==> src/signed_int64_to_decimal_ascii_core_macros.svh <==
// Assertion macros for the RTL.
`ifndef SIGNED_INT64_TO_DECIMAL_ASCII_CORE_MACROS_SVH
`define SIGNED_INT64_TO_DECIMAL_ASCII_CORE_MACROS_SVH

`ifndef ASSERT_OFF
// a holds -> b holds in the same cycle
`define ASSERT_IMP(label, clk, rst_n, a, b) \
    label: assert property (@(posedge clk) disable iff (!rst_n) (a) |-> (b)) \
        else $error("assertion failed");
// a holds -> b holds in the next cycle
`define ASSERT_NXT(label, clk, rst_n, a, b) \
    label: assert property (@(posedge clk) disable iff (!rst_n) (a) |=> (b)) \
        else $error("assertion failed");
`else
`define ASSERT_IMP(label, clk, rst_n, a, b)
`define ASSERT_NXT(label, clk, rst_n, a, b)
`endif

`endif

==> src/s2d_pkg.sv <==
package s2d_pkg;

    localparam int NumW      = 64;
    localparam int NumDigits = 20;
    localparam int BcdW      = 4 * NumDigits;
    localparam int DigCntW   = $clog2(NumDigits + 1);
    localparam int BitCntW   = $clog2(NumW);

    localparam logic [7:0] CharZero  = 8'd48;
    localparam logic [7:0] CharNine  = 8'd57;
    localparam logic [7:0] CharMinus = 8'd45;

    typedef struct packed {
        logic [BcdW-1:0] bcd;
        logic            negative;
    } s2d_conv_t;

endpackage

==> src/signed_int64_to_decimal_ascii_core.sv <==
// Converts one signed 64-bit integer per item into its decimal ASCII text, most significant
// character first: '-' for negative values, then the digits with no leading zeros ('0' for
// zero); the most negative value prints as -9223372036854775808. is_last marks the final
// character. An item runs through the bit-serial binary-to-BCD shifter (one input bit
// per cycle), which then hands the BCD digits over; next a phase drops the leading
// zeros, then a minus sign, if any, and the digits are emitted into the output register,
// where each character waits while the output is stalled. One item is converted at a
// time; the next item is taken only after the last character is registered, once the
// done strobe has cleared the busy flag.
`include "signed_int64_to_decimal_ascii_core_macros.svh"

module signed_int64_to_decimal_ascii_core
    import s2d_pkg::*;
(
    input  logic                   clk,
    input  logic                   rst_n,
    input  logic                   number_valid,
    output logic                   number_stall,
    input  logic signed [NumW-1:0] number_in,
    output logic                   text_valid,
    input  logic                   text_stall,
    output logic [7:0]             text_char,
    output logic                   is_last
);

    logic      busy_reg, busy_next;
    logic      accept;
    logic      conv_done;
    logic      emit_done;
    logic      char_ok;
    s2d_conv_t conv;

    assign accept       = number_valid && !busy_reg;
    assign number_stall = busy_reg;
    assign char_ok      = text_char == CharMinus
                          || (text_char >= CharZero && text_char <= CharNine);

    always_comb
    begin
        busy_next = busy_reg;
        if (accept)
            busy_next = 1'b1;
        else if (emit_done)
            busy_next = 1'b0;
    end

    always_ff @(posedge clk or negedge rst_n)
    begin
        if (!rst_n)
            busy_reg <= 1'b0;
        else
            busy_reg <= busy_next;
    end

    s2d_dabble u_dabble (
        .clk    (clk),
        .rst_n  (rst_n),
        .start  (accept),
        .number (number_in),
        .done   (conv_done),
        .conv   (conv)
    );

    s2d_emit u_emit (
        .clk        (clk),
        .rst_n      (rst_n),
        .start      (conv_done),
        .conv       (conv),
        .done       (emit_done),
        .text_valid (text_valid),
        .text_stall (text_stall),
        .text_char  (text_char),
        .is_last    (is_last)
    );

    `ASSERT_NXT(a_busy_after_accept, clk, rst_n, number_valid && !number_stall, number_stall)
    `ASSERT_IMP(a_char_legal, clk, rst_n, text_valid, char_ok)
    `ASSERT_IMP(a_minus_not_last, clk, rst_n, text_valid && text_char == CharMinus, !is_last)
    `ASSERT_IMP(a_done_when_busy, clk, rst_n, emit_done || conv_done, busy_reg)

endmodule

==> src/s2d_dabble.sv <==
module s2d_dabble
    import s2d_pkg::*;
(
    input  logic            clk,
    input  logic            rst_n,
    input  logic            start,
    input  logic [NumW-1:0] number,
    output logic            done,
    output s2d_conv_t       conv
);

    logic               running_reg, running_next;
    logic               done_reg, done_next;
    logic [BitCntW-1:0] cnt_reg, cnt_next;
    logic [NumW-1:0]    bin_reg, bin_next;
    logic [BcdW-1:0]    bcd_reg, bcd_next;
    logic               neg_reg, neg_next;
    logic [BcdW-1:0]    bcd_adj;

    // add 3 to every digit of 5 or more before the shift
    always_comb
    begin
        for (int i = 0; i < NumDigits; i++)
        begin
            if (bcd_reg[4*i +: 4] >= 4'd5)
                bcd_adj[4*i +: 4] = bcd_reg[4*i +: 4] + 4'd3;
            else
                bcd_adj[4*i +: 4] = bcd_reg[4*i +: 4];
        end
    end

    always_comb
    begin
        running_next = running_reg;
        done_next    = 1'b0;
        cnt_next     = cnt_reg;
        bin_next     = bin_reg;
        bcd_next     = bcd_reg;
        neg_next     = neg_reg;
        if (start)
        begin
            running_next = 1'b1;
            cnt_next     = '1;
            neg_next     = number[NumW-1];
            bin_next     = number[NumW-1] ? (~number + 1'b1) : number;
            bcd_next     = '0;
        end
        else if (running_reg)
        begin
            bcd_next = {bcd_adj[BcdW-2:0], bin_reg[NumW-1]};
            bin_next = {bin_reg[NumW-2:0], 1'b0};
            cnt_next = cnt_reg - 1'b1;
            if (cnt_reg == '0)
            begin
                running_next = 1'b0;
                done_next    = 1'b1;
            end
        end
    end

    always_ff @(posedge clk or negedge rst_n)
    begin
        if (!rst_n)
        begin
            running_reg <= 1'b0;
            done_reg    <= 1'b0;
            cnt_reg     <= '0;
        end
        else
        begin
            running_reg <= running_next;
            done_reg    <= done_next;
            cnt_reg     <= cnt_next;
        end
    end

    always_ff @(posedge clk)
    begin
        bin_reg <= bin_next;
        bcd_reg <= bcd_next;
        neg_reg <= neg_next;
    end

    assign done          = done_reg;
    assign conv.bcd      = bcd_reg;
    assign conv.negative = neg_reg;

endmodule

==> src/s2d_emit.sv <==
module s2d_emit
    import s2d_pkg::*;
(
    input  logic       clk,
    input  logic       rst_n,
    input  logic       start,
    input  s2d_conv_t  conv,
    output logic       done,
    output logic       text_valid,
    input  logic       text_stall,
    output logic [7:0] text_char,
    output logic       is_last
);

    typedef enum logic [1:0] {
        ST_IDLE,
        ST_SKIP,
        ST_SIGN,
        ST_DIGITS
    } state_t;

    state_t             state_reg, state_next;
    logic [BcdW-1:0]    bcd_reg, bcd_next;
    logic               neg_reg, neg_next;
    logic [DigCntW-1:0] cnt_reg, cnt_next;
    logic               valid_reg, valid_next;
    logic [7:0]         char_reg, char_next;
    logic               last_reg, last_next;
    logic               done_reg, done_next;
    logic               out_free;
    logic [3:0]         top_digit;

    assign out_free  = !valid_reg || !text_stall;
    assign top_digit = bcd_reg[BcdW-1 -: 4];

    always_comb
    begin
        state_next = state_reg;
        bcd_next   = bcd_reg;
        neg_next   = neg_reg;
        cnt_next   = cnt_reg;
        valid_next = valid_reg && text_stall;
        char_next  = char_reg;
        last_next  = last_reg;
        done_next  = 1'b0;
        unique case (state_reg)
            ST_IDLE:
            begin
                if (start)
                begin
                    bcd_next   = conv.bcd;
                    neg_next   = conv.negative;
                    cnt_next   = DigCntW'(NumDigits);
                    state_next = ST_SKIP;
                end
            end
            ST_SKIP:
            begin
                // drop leading zeros, keep at least one digit
                if (top_digit == 4'd0 && cnt_reg != DigCntW'(1))
                begin
                    bcd_next = {bcd_reg[BcdW-5:0], 4'd0};
                    cnt_next = cnt_reg - 1'b1;
                end
                else
                    state_next = neg_reg ? ST_SIGN : ST_DIGITS;
            end
            ST_SIGN:
            begin
                if (out_free)
                begin
                    valid_next = 1'b1;
                    char_next  = CharMinus;
                    last_next  = 1'b0;
                    state_next = ST_DIGITS;
                end
            end
            ST_DIGITS:
            begin
                if (out_free)
                begin
                    valid_next = 1'b1;
                    char_next  = CharZero + {4'd0, top_digit};
                    last_next  = (cnt_reg == DigCntW'(1));
                    bcd_next   = {bcd_reg[BcdW-5:0], 4'd0};
                    cnt_next   = cnt_reg - 1'b1;
                    if (cnt_reg == DigCntW'(1))
                    begin
                        state_next = ST_IDLE;
                        done_next  = 1'b1;
                    end
                end
            end
            default:
                state_next = ST_IDLE;
        endcase
    end

    always_ff @(posedge clk or negedge rst_n)
    begin
        if (!rst_n)
        begin
            state_reg <= ST_IDLE;
            valid_reg <= 1'b0;
            done_reg  <= 1'b0;
            cnt_reg   <= '0;
            char_reg  <= '0;
            last_reg  <= 1'b0;
        end
        else
        begin
            state_reg <= state_next;
            valid_reg <= valid_next;
            done_reg  <= done_next;
            cnt_reg   <= cnt_next;
            char_reg  <= char_next;
            last_reg  <= last_next;
        end
    end

    always_ff @(posedge clk)
    begin
        bcd_reg <= bcd_next;
        neg_reg <= neg_next;
    end

    assign done       = done_reg;
    assign text_valid = valid_reg;
    assign text_char  = char_reg;
    assign is_last    = last_reg;

endmodule

==> config.mk <==
export PLATFORM = sky130hd
export DESIGN_NAME = signed_int64_to_decimal_ascii_core
export DESIGN_NICKNAME = d
export VERILOG_FILES = /design/src/s2d_pkg.sv /design/src/signed_int64_to_decimal_ascii_core.sv /design/src/s2d_dabble.sv /design/src/s2d_emit.sv
export VERILOG_INCLUDE_DIRS = /design/src /design/src/src
export SDC_FILE = /design/constraint.sdc
export NUM_CORES = 1
export LEC_CHECK = 0
export ABC_AREA = 1
export BUFFER_PORTS_ARGS = -buffer_cell sky130_fd_sc_hd__buf_2
export CORE_ASPECT_RATIO = 2
export CORE_MARGIN = 2
export CORE_UTILIZATION = 35
export DETAILED_ROUTE_END_ITERATION = 8
export GPL_TIMING_DRIVEN = 0
export PLACE_DENSITY = 0.5
export SLEW_MARGIN = 30
export SYNTH_ARGS = -nofsm -noshare
export SYNTH_HDL_FRONTEND = slang
export SYNTH_HIERARCHICAL = 1
export SYNTH_SLANG_ARGS = --single-unit
==> constraint.sdc <==
create_clock -name clk -period 4.7 [get_ports clk]
set_input_delay 0.705 -clock clk [delete_from_list [all_inputs] [get_ports clk]]
set_output_delay 0.705 -clock clk [all_outputs]
set_load 0.02 [all_outputs]
==> results of run 1 <==
[cells by family (layout without fill, tap and decap cells)]
| logic type | count (synthesis) | after routing | share of synthesized area, % |
|---|---|---|---|
| XOR/XNOR | 27 | 27 | 1.70 |
| AND/OR/NAND/NOR | 911 | 911 | 27.8 |
| buffers and inverters | 236 | 362 | 6.72 |
| other | 1 | 2 | 0.0269 |
| AO/OA/AOI/OAI | 282 | 282 | 11.8 |
| flip-flops | 251 | 251 | 47.4 |
| adder cells (fa/ha/maj) | 50 | 50 | 4.49 |
[path summary, 6_finish.rpt]
| path | start | endpoint | cells past startpoint |
|---|---|---|---|
| worst max-delay path | u_emit/state_reg[0] | u_emit/bcd_reg[20] | 9 |
| worst min-delay path | rst_n | u_emit/done | 1 |
| worst max register to register | u_emit/state_reg[0] | u_emit/bcd_reg[20] | 9 |
| worst min register to register | u_dabble/bin_reg[63] | u_dabble/bcd_reg[0] | 2 |
| max in group asynchronous | rst_n | u_dabble/cnt_reg[3] | 1 |
| min in group clk | number_in[63] | u_dabble/neg_reg | 1 |
[report_power, final]
group          leakage, nW  switching (mW)  internal [mW]
combinational         4.25            2.97           1.50
sequential            2.43           0.640           3.88
clock                0.392           0.864           1.09
total                 7.07            4.47           6.47
[per-layer routing]
layer / routed length [um] / up-vias
li1: - / 6051
met1: 15000 / 5727
met2: 24300 / 262
met3: 1300 / 106
met4: 2510 / 0
met5: 0 / -
[stage by stage]
step | TNS [ns] | instance area [um2]
after global placement | -23.56 | 15000
after floorplan | 0 | 13900
after detailed placement | 0 | 15000
after global routing | 0 | 15800
after CTS | 0 | 15800
final | 0 | 15800
[layout by cell type (no fill, tap or decap), drive strengths merged]
cell type	n
clkinv	10
o311ai	1
dfxtp	80
o21ai	152
xnor2	9
o22ai	33
a31oi	2
nand3	121
nor3	4
o22a	3
a22oi	1
nand4	17
buf	110
inv	172
nor4	1
or2	6
o211ai	2
o31ai	20
a21oi	48
a21o	1
ha	50
nor2	161
nand2	589
xor2	18
conb	2
nand3b	12
clkbuf	70
dfrtp	25
edfxtp	146
o32ai	19
[synthesized netlist by cell type (11+ instances only)]
| master | instances | area, um2 |
|---|---|---|
| nand3b_1 | 12 | 90.1 |
| nor2_1 | 144 | 541 |
| o31ai_1 | 20 | 150 |
| dfrtp_1 | 25 | 626 |
| edfxtp_1 | 146 | 4380 |
| dfxtp_1 | 80 | 1600 |
| inv_1 | 163 | 612 |
| nand3_1 | 114 | 571 |
| nand2_1 | 575 | 2160 |
| nand4_1 | 17 | 106 |
| ha_1 | 50 | 626 |
| o32ai_1 | 19 | 166 |
| nand2_2 | 11 | 68.8 |
| xor2_1 | 18 | 158 |
| buf_2 | 23 | 115 |
| clkbuf_1 | 31 | 116 |
| a21oi_1 | 46 | 230 |
| o22ai_1 | 33 | 206 |
| o21ai_0 | 140 | 701 |
[cell type report]
cell class              count  area [um2]  area share [%]
multi-input cells        1272        6400            40.4
inverters                 173         654            4.14
clock inverters             9        43.8           0.277
clock buffers              39         741            4.68
repair buffers             78         420            2.66
plain buffers              63         292            1.84
well taps                 525         657            4.15
flip-flops and latches    251        6610            41.8
==> results.py, run 1 <==
metrics = {
    "routing": {
        "drt_pass1_iterations": 5,
        "drt-vias-per-instance": 5.04,
        "wl_um": 43100,
        "wl_per_cell_um": 17.9,
        "antenna_left": 0,
        "vias": 12100,
        "drt_iter0_drc": 608,
        "drc": 0,
    },
    "cts": {
        "htree_num_levels": 1,
        "cts_buffer_depth": 3,
        "ctsResizeCount": 0,
        "worstSkewPairLatency_ns": 0.54,
        "post-cts-setup-buffers": 0,
        "cts-root-buf": "clkbuf_16",
        "holdBufCountCts": 0,
        "cts_tree": "built",
        "cts_inserted_buffers": 26,
        "clk_pin_slew_worst_paths_ns": 0.07,
        "cts_sinks": 251,
    },
    "finish": {
        "filler_cell_count": 4194,
        "fin_util_pct": 40.1,
        "num-nets-final": 1983,
        "drive_gt1_share_pct": 10.8,
        "areaGrowthSynthToFinish_pct": 13.4,
        "n_antenna_cell": 0,
        "fin_cells": 2410,
    },
    "pwr": {
        "powerDensity_nw_per_um2": 692,
        "ir_worst_vdd_v": 0.000282,
        "total_power_mw": 10.9,
        "power.leakage_nw": 7.07,
    },
    "sta": {
        "slew-limit-headroom_pct": 35.5,
        "hold_viol": 0,
        "finalCriticalPeriod_ns": 2.99,
        "tightest_slew_ns": 0.957,
        "worst_hold_slack_ns": 0.178,
        "slew_viol_final": 0,
        "fmax_ghz": 0.335,
        "fin_ws_ns": 1.71,
        "setup_viol_count_final": 0,
        "fin_crit_sh_pct": 63.5,
        "fin_skew_ns": 0.0106,
        "rsz0062_at_grt": "false",
    },
    "synthesis": {
        "synth_flop_cell": "edfxtp_1",
        "ys_async_sr_fraction_pct": 9.96,
        "avgSynthCellArea_um2": 7.93,
        "yosys_register_bits": 251,
        "yosys_warnings": 6,
        "synth_cell_types": 48,
        "synth_cells": 1758,
        "synth_edf_count": 146,
        "ys_seq_area_share_pct": 47.4,
        "syn-cell-area_um2": 13900,
    },
    "global_route": {
        "grtUsageMet1_pct": 19.3,
        "grt_util_met2_pct": 42.1,
        "grt_max_degree": 42,
        "gr-total-overflow": 0,
        "met3_usage_pct": 1.96,
        "grt-busiest-layer": "met2",
        "antenna_found_initial": 0,
        "grt_first_pass_wirelength_um": 66700,
        "grt_use_total_pct": 20.5,
        "grt_pass1_vias": 12400,
    },
    "critical_path": {
        "crit_family": "buffers and inverters",
        "cp-start-kind": "flop",
        "crit_path_end_kind": "flop",
        "path_cells": "buf_2 -> inv_2 -> buf_2 -> ha_1 -> or2_2 -> nand2_4 -> nand2_4 -> inv_6 -> buf_12",
        "cp_slowest_cell": "dfrtp_1",
        "cp_max_fo": 41,
        "worstSetupPathType": "flop to flop",
        "r2r_slack_ns": 1.71,
        "required_ns": 4.92,
        "critical_path.max_stage_delay_ns": 0.37,
        "path_buf_inv": 5,
        "arrival_ns": 3.21,
    },
    "placed_design": {
        "port_buffers": 76,
        "gp_congestion": 0.915,
        "dp_cells": 2362,
        "dp_slack_ns": 1.66,
        "dp_hpwl_um": 33400,
    },
    "die": {
        "start_util_pct": 35.4,
        "die_h_um": 286,
        "die_area_um2": 41500,
        "io_pins": 79,
        "die_x_um": 145,
        "core.rowCount": 103,
        "core_um2": 39400,
    },
    "run": {
        "maxCapViolations": 0,
    },
    "status": {
        "status": "finished, final reports clean",
    },
    "worst_hold_path": {
        "hold_class": "input port to async pin",
    },
}
Power figures use the tool's default switching activity.
==> inputs of run 2 (changes only) <==
==> constraint.sdc (replaced) <==
create_clock -name clk -period 3 [get_ports clk]
set_input_delay 0.45 -clock clk [delete_from_list [all_inputs] [get_ports clk]]
set_output_delay 0.45 -clock clk [all_outputs]
set_load 0.02 [all_outputs]
==> results.py, run 2 (synthesized netlist as in run 1, its figures left out) <==
metrics = {
    "routing": {
        "wl_per_cell_um": 18.0,
        "drt_pass1_iterations": 6,
        "vias": 12100,
        "drt_iter0_drc": 587,
        "wl_um": 43300,
        "drc": 0,
        "antenna_left": 0,
        "drt-vias-per-instance": 5.01,
    },
    "placed_design": {
        "port_buffers": 76,
        "dp_hpwl_um": 33400,
        "dp_cells": 2361,
        "dp_slack_ns": -0.0553,
        "place_area_um2": 15000,
        "gp_congestion": 0.932,
    },
    "critical_path": {
        "cp_max_fo": 41,
        "cp-start-kind": "flop",
        "timing.rr.start": "u_emit/state_reg[0]",
        "arrival_ns": 3.05,
        "crit_path_end_kind": "flop",
        "worstSetupPathType": "flop to flop",
        "r2r_end": "u_emit/bcd_reg[21]",
        "r2r_slack_ns": 0.17,
        "reg2reg_depth": 9,
        "required_ns": 3.22,
    },
    "sta": {
        "tightest_slew_ns": 1.01,
        "rsz0062_at_grt": "false",
        "setup_viol_count_final": 0,
        "fin_crit_sh_pct": 94.3,
        "fmax_ghz": 0.354,
        "slew-limit-headroom_pct": 31.9,
        "fin_skew_ns": 0.0245,
        "worst_hold_slack_ns": 0.0909,
        "slew_viol_final": 0,
        "hold_viol": 0,
        "finalCriticalPeriod_ns": 2.83,
        "fin_ws_ns": 0.171,
    },
    "pwr": {
        "total_power_mw": 17.3,
        "powerDensity_nw_per_um2": 1090,
        "power.leakage_nw": 7.10,
        "ir_worst_vdd_v": 0.000496,
    },
    "status": {
        "status": "finished, final reports clean",
    },
    "die": {
        "core.rowCount": 103,
        "core_um2": 39400,
        "die_x_um": 145,
        "io_pins": 79,
        "start_util_pct": 35.4,
        "die_h_um": 286,
        "die_area_um2": 41500,
    },
    "finish": {
        "drive_gt1_share_pct": 10.9,
        "num-nets-final": 1982,
        "areaGrowthSynthToFinish_pct": 13.8,
        "filler_cell_count": 4169,
        "regArea_um2": 6610,
        "layout_commonest_cell": "nand2_1",
        "n_antenna_cell": 0,
        "fin_cells": 2408,
        "mostFrequentLayoutCells": "nand2_1, inv_1, edfxtp_1",
        "fin_area_um2": 15900,
        "multi_input_area_um2": 6400,
    },
    "global_route": {
        "gr-total-overflow": 0,
        "grt_pass1_vias": 12300,
        "grt_first_pass_wirelength_um": 66700,
        "grt_use_total_pct": 20.6,
        "grt_max_degree": 74,
        "antenna_found_initial": 0,
    },
    "worst_hold_path": {
        "worstHoldPathCells": 1,
        "hp-start": "number_in[63]",
        "hold_class": "input port to flop",
        "worstHoldEndpoint": "u_dabble/neg_reg",
    },
    "cts": {
        "clk_pin_slew_worst_paths_ns": 0.06,
        "cts_tree": "built",
        "cts-root-buf": "clkbuf_16",
        "htree_num_levels": 1,
        "cts_buffer_depth": 3,
        "worstSkewPairLatency_ns": 0.55,
        "cts_sinks": 251,
        "post-cts-setup-buffers": 0,
        "cts_inserted_buffers": 25,
    },
    "run": {
        "maxCapViolations": 0,
    },
}
## run 2: how the worst max path moves through the flow
stage	from	slack, ns	cells past startpoint	to
2_1_floorplan	u_emit/state_reg[0]	0.19	8	u_emit/bcd_reg[0]
3_3_place_gp	u_emit/state_reg[0]	-0.78	8	u_emit/bcd_reg[26]
3_5_place_dp	u_emit/state_reg[0]	-0.06	9	u_emit/bcd_reg[27]
4_1_cts	u_emit/state_reg[0]	0.04	9	u_emit/bcd_reg[20]
5_1_grt	u_emit/state_reg[0]	0.04	9	u_emit/bcd_reg[21]
6_report	u_emit/state_reg[0]	0.17	9	u_emit/bcd_reg[21]
## run 2: per-layer routing
metal | wire, um | vias to the layer above | part of all wire (%) | global-route usage, %
met4 | 2750 | 0 | 6.3 | 11.7
met3 | 1360 | 114 | 3.1 | 1.86
met5 | 0 | - | 0 | 0
li1 | - | 6038 | - | -
met1 | 15000 | 5619 | 35 | 19.6
met2 | 24300 | 288 | 56 | 42.2
## run 2: layout make-up
cell class                 count  area share, %
timing repair buffer          78           2.59
inverter                     173           4.14
clock inverter                 9          0.520
tap                          525           4.14
buffer                        63           1.91
sequential                   251           41.7
clock buffer                  37           4.75
multi-input combinational   1272           40.3
## run 2: timing repair
action / 4_1_cts / 5_1_grt
resized for setup: 1 / 2
endpoints found under the hold margin: 25 / 0
setup endpoints to repair: 41 / 41
hold buffers: 1 / 0
## run 2: worst max-delay path, stage by stage (launching register included)
cell	delay, ns
dfrtp_1	0.40
buf_4	0.22
inv_2	0.24
clkbuf_4	0.28
ha_1	0.26
or2_2	0.30
nand2_4	0.12
nand2_4	0.10
inv_8	0.23
buf_12	0.28
## run 2: stage by stage
stage | utilization [%] | setup TNS, ns
2_1_floorplan | - | 0
3_3_place_gp | 38.0 | -77.73
3_5_place_dp | 38.1 | -1.85
4_1_cts | 40.2 | 0
5_1_grt | 40.2 | 0
6_report | 40.2 | 0
## run 2: power by group
part	total, mW	internal [mW]	switching [mW]
logic	7.01	2.35	4.66
registers	7.07	6.08	0.988
clock network	3.23	1.84	1.39
total	17.3	10.3	7.04
